### src/design/iee_pkg.sv
// iee_pkg: types, codes and helpers for the infix expression evaluator
// used by iee_alu and infix_expression_evaluator; no dependencies
package iee_pkg;

  localparam int DEF_STACK_DEPTH = 16;
  localparam int DEF_VALUE_WIDTH = 32;

  localparam logic [7:0] CH_ZERO  = 8'd48;
  localparam logic [7:0] CH_NINE  = 8'd57;
  localparam logic [7:0] CH_PLUS  = 8'h2B;
  localparam logic [7:0] CH_MINUS = 8'h2D;
  localparam logic [7:0] CH_STAR  = 8'h2A;
  localparam logic [7:0] CH_SLASH = 8'h2F;
  localparam logic [7:0] CH_OPEN  = 8'h28;
  localparam logic [7:0] CH_CLOSE = 8'h29;

  localparam logic [2:0] OPC_ADD  = 3'd0;
  localparam logic [2:0] OPC_SUB  = 3'd1;
  localparam logic [2:0] OPC_MUL  = 3'd2;
  localparam logic [2:0] OPC_DIV  = 3'd3;
  localparam logic [2:0] OPC_OPEN = 3'd4;

  localparam logic [2:0] ERR_NONE      = 3'd0;
  localparam logic [2:0] ERR_DIV0      = 3'd1;
  localparam logic [2:0] ERR_OVERFLOW  = 3'd2;
  localparam logic [2:0] ERR_BADCHAR   = 3'd3;
  localparam logic [2:0] ERR_MALFORMED = 3'd4;

  typedef struct packed {
    logic [7:0] char_code;
    logic       end_of_expr;
  } in_beat_t;

  typedef struct packed {
    logic signed [31:0] result_value;
    logic [2:0]         error_code;
  } out_beat_t;

  typedef enum logic [1:0] {
    AOP_ADD,
    AOP_SUB,
    AOP_MUL,
    AOP_DIV
  } alu_op_t;

  typedef struct packed {
    logic    start;
    alu_op_t op;
  } alu_req_t;

  typedef struct packed {
    logic done;
    logic div0;
  } alu_sts_t;

  typedef enum logic [2:0] {
    AS_IDLE,
    AS_ADDSUB,
    AS_MUL,
    AS_NEG_A,
    AS_NEG_B,
    AS_DIV,
    AS_NEG_Q,
    AS_DONE
  } alu_st_t;

  typedef enum logic [3:0] {
    MS_IDLE,
    MS_OP_RD,
    MS_OP_CHK,
    MS_RD_B,
    MS_RD_A,
    MS_LD_A,
    MS_ALU,
    MS_FIN,
    MS_OUT
  } main_st_t;

  // high rank for * and /
  function automatic logic op_hi(input logic [2:0] op);
    return (op == OPC_MUL) || (op == OPC_DIV);
  endfunction

endpackage

### src/design/iee_alu.sv
// iee_alu: iterative arithmetic unit around one shared adder
// add/sub in one step, shift-add multiply, restoring divide; uses iee_pkg
module iee_alu import iee_pkg::*; #(
  parameter int VALUE_WIDTH = DEF_VALUE_WIDTH
) (
  input  logic                   clk,
  input  logic                   rst_n,
  input  alu_req_t               req,
  input  logic [VALUE_WIDTH-1:0] a,
  input  logic [VALUE_WIDTH-1:0] b,
  output alu_sts_t               sts,
  output logic [VALUE_WIDTH-1:0] res
);

  localparam int W  = VALUE_WIDTH;
  localparam int CW = $clog2(W + 1);

  alu_st_t        st_r, st_nxt;
  logic [W-1:0]   x_r, x_nxt;
  logic [W-1:0]   y_r, y_nxt;
  logic [W-1:0]   z_r, z_nxt;
  logic [W-1:0]   res_r, res_nxt;
  logic [CW-1:0]  cnt_r, cnt_nxt;
  logic           sign_r, sign_nxt;
  logic           sub_r, sub_nxt;
  logic           div0_r, div0_nxt;

  logic [W-1:0]   add_x, add_y;
  logic           add_sub;
  logic [W:0]     add_ye;
  logic [W:0]     sum;
  logic [W-1:0]   rem_sh;
  logic [W-1:0]   acc_new;

  assign rem_sh = {x_r[W-2:0], z_r[W-1]};

  // shared adder
  always_comb begin
    add_x   = x_r;
    add_y   = y_r;
    add_sub = 1'b0;
    case (st_r)
      AS_ADDSUB: add_sub = sub_r;
      AS_NEG_A: begin
        add_x   = '0;
        add_y   = z_r;
        add_sub = 1'b1;
      end
      AS_NEG_B: begin
        add_x   = '0;
        add_sub = 1'b1;
      end
      AS_NEG_Q: begin
        add_x   = '0;
        add_y   = z_r;
        add_sub = 1'b1;
      end
      AS_DIV: begin
        add_x   = rem_sh;
        add_sub = 1'b1;
      end
      default: ;
    endcase
    add_ye = add_sub ? ~{1'b0, add_y} : {1'b0, add_y};
    sum    = {1'b0, add_x} + add_ye + {{W{1'b0}}, add_sub};
  end

  assign acc_new = z_r[0] ? sum[W-1:0] : x_r;

  always_comb begin
    st_nxt   = st_r;
    x_nxt    = x_r;
    y_nxt    = y_r;
    z_nxt    = z_r;
    res_nxt  = res_r;
    cnt_nxt  = cnt_r;
    sign_nxt = sign_r;
    sub_nxt  = sub_r;
    div0_nxt = div0_r;
    case (st_r)
      AS_IDLE: begin
        if (req.start) begin
          div0_nxt = 1'b0;
          cnt_nxt  = CW'(W);
          case (req.op)
            AOP_ADD, AOP_SUB: begin
              x_nxt   = a;
              y_nxt   = b;
              sub_nxt = (req.op == AOP_SUB);
              st_nxt  = AS_ADDSUB;
            end
            AOP_MUL: begin
              x_nxt  = '0;
              y_nxt  = a;
              z_nxt  = b;
              st_nxt = AS_MUL;
            end
            AOP_DIV: begin
              z_nxt    = a;
              y_nxt    = b;
              sign_nxt = a[W-1] ^ b[W-1];
              if (b == '0) begin
                div0_nxt = 1'b1;
                st_nxt   = AS_DONE;
              end else begin
                st_nxt = AS_NEG_A;
              end
            end
            default: st_nxt = AS_IDLE;
          endcase
        end
      end
      AS_ADDSUB: begin
        res_nxt = sum[W-1:0];
        st_nxt  = AS_DONE;
      end
      AS_MUL: begin
        x_nxt   = acc_new;
        y_nxt   = {y_r[W-2:0], 1'b0};
        z_nxt   = {1'b0, z_r[W-1:1]};
        cnt_nxt = cnt_r - CW'(1);
        if (cnt_r == CW'(1)) begin
          res_nxt = acc_new;
          st_nxt  = AS_DONE;
        end
      end
      AS_NEG_A: begin
        if (z_r[W-1]) begin
          z_nxt = sum[W-1:0];
        end
        st_nxt = AS_NEG_B;
      end
      AS_NEG_B: begin
        if (y_r[W-1]) begin
          y_nxt = sum[W-1:0];
        end
        x_nxt  = '0;
        st_nxt = AS_DIV;
      end
      AS_DIV: begin
        if (!sum[W]) begin
          x_nxt = sum[W-1:0];
          z_nxt = {z_r[W-2:0], 1'b1};
        end else begin
          x_nxt = rem_sh;
          z_nxt = {z_r[W-2:0], 1'b0};
        end
        cnt_nxt = cnt_r - CW'(1);
        if (cnt_r == CW'(1)) begin
          st_nxt = AS_NEG_Q;
        end
      end
      AS_NEG_Q: begin
        res_nxt = sign_r ? sum[W-1:0] : z_r;
        st_nxt  = AS_DONE;
      end
      AS_DONE: st_nxt = AS_IDLE;
      default: st_nxt = AS_IDLE;
    endcase
  end

  always_ff @(posedge clk) begin
    if (!rst_n) begin
      st_r <= AS_IDLE;
    end else begin
      st_r <= st_nxt;
    end
  end

  always_ff @(posedge clk) begin
    x_r    <= x_nxt;
    y_r    <= y_nxt;
    z_r    <= z_nxt;
    res_r  <= res_nxt;
    cnt_r  <= cnt_nxt;
    sign_r <= sign_nxt;
    sub_r  <= sub_nxt;
    div0_r <= div0_nxt;
  end

  assign sts.done = (st_r == AS_DONE);
  assign sts.div0 = div0_r;
  assign res      = res_r;

endmodule

### src/design/infix_expression_evaluator.sv
// infix_expression_evaluator: one character per beat, two-stack evaluation, iee_alu shared
// a digit or '(' is written in MS_IDLE; each reduction steps through MS_OP_RD, MS_OP_CHK,
//   MS_RD_B, MS_RD_A and MS_LD_A, then waits in MS_ALU until the alu is done
// throughput: one beat at a time, in_stall high until the beat is fully processed
// after its final reductions an end beat passes MS_FIN and MS_OUT and loads one result beat
// reset: synchronous active-low rst_n clears the state, stack counts, error and output valid
module infix_expression_evaluator import iee_pkg::*; #(
  parameter int STACK_DEPTH = DEF_STACK_DEPTH,
  parameter int VALUE_WIDTH = DEF_VALUE_WIDTH
) (
  input  logic      clk,
  input  logic      rst_n,
  input  logic      in_valid,
  output logic      in_stall,
  input  in_beat_t  in_data,
  output logic      out_valid,
  input  logic      out_stall,
  output out_beat_t out_data
);

  localparam int W  = VALUE_WIDTH;
  localparam int AW = $clog2(STACK_DEPTH);
  localparam int CW = $clog2(STACK_DEPTH + 1);

  main_st_t       state_r, state_nxt;
  logic [CW-1:0]  vcnt_r, vcnt_nxt;
  logic [CW-1:0]  ocnt_r, ocnt_nxt;
  logic [2:0]     err_r, err_nxt;
  logic           cls_r, cls_nxt;
  logic           fin_r, fin_nxt;
  logic           last_r, last_nxt;
  logic [2:0]     opc_r, opc_nxt;
  logic [2:0]     rop_r, rop_nxt;
  logic [W-1:0]   b_r, b_nxt;
  logic           out_valid_r;
  out_beat_t      out_data_r;

  logic [W-1:0]   vmem [STACK_DEPTH];
  logic [2:0]     omem [STACK_DEPTH];
  logic [W-1:0]   v_rd_r;
  logic [2:0]     o_rd_r;
  logic [AW-1:0]  v_raddr, v_waddr;
  logic [AW-1:0]  o_waddr;
  logic [W-1:0]   v_wdata;
  logic [2:0]     o_wdata;
  logic           v_we, o_we;

  alu_req_t       alu_req;
  alu_sts_t       alu_sts;
  logic [W-1:0]   alu_res;

  logic           in_acc;
  logic           out_load;
  logic           cur_last;
  main_st_t       post_st;
  logic [CW-1:0]  vm1, vm2, om1;
  logic           is_digit;
  logic           v_full, o_full;
  logic           red_go;
  logic signed [W-1:0]  top_val;
  logic signed [63:0]   top_wide;

  assign in_acc   = in_valid && !in_stall;
  assign in_stall = (state_r != MS_IDLE);
  assign out_load = (state_r == MS_OUT) && (!out_valid_r || !out_stall);

  assign vm1    = vcnt_r - CW'(1);
  assign vm2    = vcnt_r - CW'(2);
  assign om1    = ocnt_r - CW'(1);
  assign v_full = (vcnt_r >= CW'(STACK_DEPTH));
  assign o_full = (ocnt_r >= CW'(STACK_DEPTH));
  assign is_digit = (in_data.char_code >= CH_ZERO) && (in_data.char_code <= CH_NINE);

  assign cur_last = (state_r == MS_IDLE) ? in_data.end_of_expr : last_r;
  assign post_st  = cur_last ? MS_OP_RD : MS_IDLE;

  // reduce while the top is not an open bracket and precedence allows
  assign red_go = (o_rd_r != OPC_OPEN) &&
                  (fin_r || cls_r || !(op_hi(opc_r) && !op_hi(o_rd_r)));

  always_comb begin
    state_nxt = state_r;
    vcnt_nxt  = vcnt_r;
    ocnt_nxt  = ocnt_r;
    err_nxt   = err_r;
    cls_nxt   = cls_r;
    fin_nxt   = fin_r;
    last_nxt  = last_r;
    opc_nxt   = opc_r;
    rop_nxt   = rop_r;
    b_nxt     = b_r;
    v_we      = 1'b0;
    v_waddr   = vcnt_r[AW-1:0];
    v_wdata   = W'(in_data.char_code[3:0]);
    o_we      = 1'b0;
    o_waddr   = ocnt_r[AW-1:0];
    o_wdata   = opc_r;
    v_raddr   = '0;
    alu_req.start = 1'b0;
    alu_req.op    = alu_op_t'(rop_r[1:0]);
    case (state_r)
      MS_IDLE: begin
        if (in_acc) begin
          last_nxt = in_data.end_of_expr;
          fin_nxt  = in_data.end_of_expr;
          cls_nxt  = 1'b0;
          if (err_r != ERR_NONE) begin
            state_nxt = in_data.end_of_expr ? MS_FIN : MS_IDLE;
          end else begin
            state_nxt = post_st;
            case (in_data.char_code)
              CH_OPEN: begin
                if (o_full) begin
                  err_nxt = ERR_OVERFLOW;
                end else begin
                  o_we     = 1'b1;
                  o_wdata  = OPC_OPEN;
                  ocnt_nxt = ocnt_r + CW'(1);
                end
              end
              CH_CLOSE: begin
                cls_nxt   = 1'b1;
                fin_nxt   = 1'b0;
                state_nxt = MS_OP_RD;
              end
              CH_PLUS, CH_MINUS, CH_STAR, CH_SLASH: begin
                fin_nxt   = 1'b0;
                state_nxt = MS_OP_RD;
                case (in_data.char_code)
                  CH_PLUS:  opc_nxt = OPC_ADD;
                  CH_MINUS: opc_nxt = OPC_SUB;
                  CH_STAR:  opc_nxt = OPC_MUL;
                  default:  opc_nxt = OPC_DIV;
                endcase
              end
              default: begin
                if (!is_digit) begin
                  err_nxt = ERR_BADCHAR;
                end else if (v_full) begin
                  err_nxt = ERR_OVERFLOW;
                end else begin
                  v_we     = 1'b1;
                  vcnt_nxt = vcnt_r + CW'(1);
                end
              end
            endcase
          end
        end
      end
      MS_OP_RD: begin
        if (err_r != ERR_NONE) begin
          state_nxt = fin_r ? MS_FIN : post_st;
          fin_nxt   = 1'b1;
        end else if (ocnt_r == '0) begin
          fin_nxt = 1'b1;
          if (fin_r) begin
            state_nxt = MS_FIN;
          end else begin
            state_nxt = post_st;
            if (cls_r) begin
              err_nxt = ERR_MALFORMED;
            end else begin
              o_we     = 1'b1;
              ocnt_nxt = ocnt_r + CW'(1);
            end
          end
        end else begin
          state_nxt = MS_OP_CHK;
        end
      end
      MS_OP_CHK: begin
        if (red_go) begin
          if (vcnt_r < CW'(2)) begin
            err_nxt   = ERR_MALFORMED;
            state_nxt = MS_OP_RD;
          end else begin
            rop_nxt   = o_rd_r;
            ocnt_nxt  = om1;
            state_nxt = MS_RD_B;
          end
        end else if (fin_r) begin
          err_nxt   = ERR_MALFORMED;
          state_nxt = MS_FIN;
        end else begin
          fin_nxt   = 1'b1;
          state_nxt = post_st;
          if (cls_r) begin
            ocnt_nxt = om1;
          end else if (o_full) begin
            err_nxt = ERR_OVERFLOW;
          end else begin
            o_we     = 1'b1;
            ocnt_nxt = ocnt_r + CW'(1);
          end
        end
      end
      MS_RD_B: begin
        v_raddr   = vm1[AW-1:0];
        state_nxt = MS_RD_A;
      end
      MS_RD_A: begin
        b_nxt     = v_rd_r;
        v_raddr   = vm2[AW-1:0];
        state_nxt = MS_LD_A;
      end
      MS_LD_A: begin
        if (rop_r[2]) begin
          err_nxt   = ERR_MALFORMED;
          state_nxt = MS_OP_RD;
        end else begin
          alu_req.start = 1'b1;
          state_nxt     = MS_ALU;
        end
      end
      MS_ALU: begin
        if (alu_sts.done) begin
          state_nxt = MS_OP_RD;
          if (alu_sts.div0) begin
            err_nxt = ERR_DIV0;
          end else begin
            v_we     = 1'b1;
            v_waddr  = vm2[AW-1:0];
            v_wdata  = alu_res;
            vcnt_nxt = vm1;
          end
        end
      end
      MS_FIN: begin
        if (err_r == ERR_NONE && vcnt_r != CW'(1)) begin
          err_nxt = ERR_MALFORMED;
        end
        state_nxt = MS_OUT;
      end
      MS_OUT: begin
        if (out_load) begin
          vcnt_nxt  = '0;
          ocnt_nxt  = '0;
          err_nxt   = ERR_NONE;
          state_nxt = MS_IDLE;
        end
      end
      default: state_nxt = MS_IDLE;
    endcase
  end

  always_ff @(posedge clk) begin
    if (!rst_n) begin
      state_r     <= MS_IDLE;
      vcnt_r      <= '0;
      ocnt_r      <= '0;
      err_r       <= ERR_NONE;
      out_valid_r <= 1'b0;
    end else begin
      state_r <= state_nxt;
      vcnt_r  <= vcnt_nxt;
      ocnt_r  <= ocnt_nxt;
      err_r   <= err_nxt;
      if (out_load) begin
        out_valid_r <= 1'b1;
      end else if (!out_stall) begin
        out_valid_r <= 1'b0;
      end
    end
  end

  always_ff @(posedge clk) begin
    cls_r  <= cls_nxt;
    fin_r  <= fin_nxt;
    last_r <= last_nxt;
    opc_r  <= opc_nxt;
    rop_r  <= rop_nxt;
    b_r    <= b_nxt;
  end

  // stack memories
  always_ff @(posedge clk) begin
    if (v_we) begin
      vmem[v_waddr] <= v_wdata;
    end
    v_rd_r <= vmem[v_raddr];
  end

  always_ff @(posedge clk) begin
    if (o_we) begin
      omem[o_waddr] <= o_wdata;
    end
    o_rd_r <= omem[om1[AW-1:0]];
  end

  assign top_val  = v_rd_r;
  assign top_wide = 64'(top_val);

  always_ff @(posedge clk) begin
    if (out_load) begin
      out_data_r.error_code   <= err_r;
      out_data_r.result_value <= (err_r == ERR_NONE) ? top_wide[31:0] : 32'sd0;
    end
  end

  assign out_valid = out_valid_r;
  assign out_data  = out_data_r;

  iee_alu #(
    .VALUE_WIDTH(VALUE_WIDTH)
  ) u_alu (
    .clk   (clk),
    .rst_n (rst_n),
    .req   (alu_req),
    .a     (v_rd_r),
    .b     (b_r),
    .sts   (alu_sts),
    .res   (alu_res)
  );

`ifndef SYNTH
  a_cnt_bound: assert property (@(posedge clk) disable iff (!rst_n)
    (vcnt_r <= CW'(STACK_DEPTH)) && (ocnt_r <= CW'(STACK_DEPTH)))
    else $error("stack count beyond depth");

  a_err_zero: assert property (@(posedge clk) disable iff (!rst_n)
    out_valid && (out_data.error_code != ERR_NONE) |-> out_data.result_value == 32'sd0)
    else $error("result not zero on error beat");

  a_alu_done: assert property (@(posedge clk) disable iff (!rst_n)
    alu_sts.done |-> state_r == MS_ALU)
    else $error("alu finished outside wait state");

  a_clear: assert property (@(posedge clk) disable iff (!rst_n)
    out_load |=> (vcnt_r == '0) && (ocnt_r == '0) && (err_r == ERR_NONE) && out_valid)
    else $error("state not cleared after result beat");
`endif

endmodule

### config.mk
export PLATFORM = sky130hd
export DESIGN_NAME = infix_expression_evaluator
export DESIGN_NICKNAME = d
export VERILOG_FILES = /design/src/design/iee_pkg.sv /design/src/design/iee_alu.sv /design/src/design/infix_expression_evaluator.sv
export SDC_FILE = /design/constraint.sdc
export NUM_CORES = 2
export LEC_CHECK = 0
export BUFFER_PORTS_ARGS = -buffer_cell sky130_fd_sc_hd__buf_2
export CAP_MARGIN = 40
export CORE_ASPECT_RATIO = 0.5
export CORE_MARGIN = 2
export CORE_UTILIZATION = 50
export CTS_BUF_LIST = sky130_fd_sc_hd__clkbuf_16
export CTS_CLUSTER_SIZE = 30
export DETAILED_ROUTE_END_ITERATION = 6
export GPL_TIMING_DRIVEN = 1
export PLACE_DENSITY = 0.66
export SLEW_MARGIN = 20
export SYNTH_ARGS = -nofsm -noshare
export SYNTH_HDL_FRONTEND = slang
export SYNTH_SLANG_ARGS = --single-unit
export TNS_END_PERCENT = 50
### constraint.sdc
create_clock -name clk -period 11.3 [get_ports clk]
set_clock_uncertainty 0.05 [all_clocks]
set_input_delay 0.565 -clock clk [delete_from_list [all_inputs] [get_ports clk]]
set_output_delay 0.565 -clock clk [all_outputs]
set_load 0.005 [all_outputs]
==> impl_metrics.ini <==
[yosys]
syn_nets = 3275
synthFlopType = edfxtp_1
ys_types = 74
synth-edff-count = 772
synth-seq-area-share_pct = 62.8
synthCells = 3217
syn_area_sq_um = 38700
postSynthAreaPerCell_sq_um = 12.0
synth-seq-cells = 828
async_reset_ff_share_pct = 0
synth_warnings = 0

[die]
initial_core_util_pct = 50.3
die_h_microns = 201
die_area_sq_um = 79700
core_area_sq_um = 76900
die_w_microns = 397
fp-row-count = 72
io_pins = 50

[detailed_routing]
wirelength_microns = 110000
dr.first_iter.drc_count = 3794
drt-met1-wl_microns = 49600
ant_nets = 0
wl_per_cell_microns = 25.7
drc = 2
route.met2.wl_microns = 45500
vias_per_cell = 6.39
met3_length_microns = 12800
first_pass_iters = 7
routed.top_layer = met4
num_vias = 27400

[sta]
hold_violations = 0
final_max_slew_viol_count = 0
max_freq_mhz = 170
worstMarginPinSlew_ns = 1.22
maxSlewHeadroom_pct = 19.0
setup_violations = 0
setup_tns_ns = 0
fin_crit_sh_pct = 52.1
rsz0062_at_grt = false
finalCriticalPeriod_ns = 5.89
hold_ws_ns = 0.121

[finish]
multiInputGateArea_sq_um = 13700
num-nets-final = 3248
seq_area_sq_um = 24300
fillCellCount = 6338
final-instance-count-excl-fill = 4287
area_delta_synth_final_pct = 10.5
post-route-util_pct = 55.6
layout_common_cells = 772 x edfxtp_1, 522 x nand2_1, 218 x a21oi_1
drive_gt1_share_pct = 9.48
final_common_cell = edfxtp_1

[placement]
placed_cells = 4145
dp_hpwl_microns = 65500
gp_congestion = 0.943
numPortBuffers = 49

[clocking]
clock-sinks = 828
cts_setup_buffers = 0
path_clk_slew_ns = 0.07
numCtsBuffers = 76
ctsHoldBuffers = 0
clock_latency_ns = 0.64
ctsResizeCount = 0
htreeDepth = 3
root_buffer = clkbuf_16
cts_tree = yes
clk_path_buf_depth = 3

[status]
violations = design-rule violations
outcome = complete, but fails checks

[critical_path]
r2r_cells = 17
crit_path_max_fanout = 37
start_kind = register
path_class = register to register
worstSetupEndpointType = register
cp_data_required_time_ns = 11.63
cp_data_arrival_time_ns = 6.21

[global_routing]
grt_usage_pct = 27.1
grt_pass1_wl_microns = 164000
gr-total-overflow = 0
antenna_found_initial = 7
grt_pass1_vias = 25700
grt_max_degree = 231

[hold_path]
whs_path_depth = 1
min_path_type = primary input to register

[run]
drv_cap = 0
-- worst max-delay path, stage by stage (launching register included) --
cell and delay (ns):
dfxtp_1 0.31, buf_4 0.44, inv_1 0.32, buf_16 0.25, a21oi_4 0.11, buf_4 0.50
xnor2_1 0.24, fa_1 0.47, a21o_1 0.22, a221o_1 0.37, a31oi_1 0.31, nand2_1 0.18
a21oi_1 0.22, o31ai_1 0.18, xnor2_4 0.15, buf_4 0.50, mux2_2 0.40, a221o_1 0.30
-- kinds of logic after synthesis --
logic type / synth area share [%]
mux: 3.20
flops: 62.8
buf+inv: 2.54
simple gates: 11.8
compound gates: 16.4
fa+ha+maj: 1.47
xor+xnor: 1.74
-- state kept, by name (all words and copies together), names as in the netlist, 2 cells and up --
name and count:
b_r 32, err_r 3, out_data 35, vcnt_r 5, top_val 32, vmem 512
u_alu.cnt_r 6, ocnt_r 5, rop_r 3, opc_r 2, o_rd_r 3, u_alu.x_r 32
omem 48, u_alu.res 32, u_alu.z_r 32, u_alu.y_r 32, u_alu.st_r 3, state_r 4
-- stage by stage --
| stage | area [sq um] | setup slack, ns |
|---|---|---|
| after detailed placement | 40300 | 5.57 |
| after global routing | 42700 | 5.14 |
| final | 42700 | 5.41 |
| after global placement | 40100 | 5.41 |
| after floorplan | 38700 | 6.31 |
| after CTS | 42700 | 5.53 |
-- final timing paths --
| kind | from | end | slack [ns] |
|---|---|---|---|
| worst min register to register | o_rd_r[2] | rop_r[2] | 0.41 |
| worst max-delay path | u_alu.st_r[2] | u_alu.x_r[17] | 5.41 |
| worst min-delay path | in_data[0] | last_r | 0.12 |
| worst max register to register | u_alu.st_r[2] | u_alu.x_r[17] | 5.41 |
-- synth_stat cells (58+ instances only) --
library cell | number | area share, %
edfxtp_1 | 772 | 60
and2_1 | 195 | 3.2
mux2i_1 | 74 | 1.9
nor2_1 | 136 | 1.3
o21ai_0 | 61 | 0.79
xnor2_1 | 58 | 1.3
a31oi_1 | 81 | 1.3
a311oi_1 | 67 | 1.5
nand2_1 | 523 | 5.1
a211oi_1 | 170 | 3.3
clkbuf_1 | 196 | 1.9
a21oi_1 | 222 | 2.9
-- metal layers --
layer / up-vias / track usage (%)
li1: 12200 / -
met4: 0 / 6.17
met2: 1515 / 37.2
met5: - / 0
met3: 158 / 6.53
met1: 13500 / 43.2
-- area by class of cell --
type | count | area share (%)
Antenna cell | 1 | 0.00585
Timing Repair Buffer | 121 | 2.22
Clock inverter | 62 | 1.16
Sequential cell | 828 | 56.9
Tap cell | 1036 | 3.03
Clock buffer | 76 | 4.45
Inverter | 29 | 0.255
Multi-Input combinational cell | 2134 | 32.0
Power is left out: the tool's default activity adds up to more than one toggle a clock period on the data nets, which glitch-free logic cannot reach.
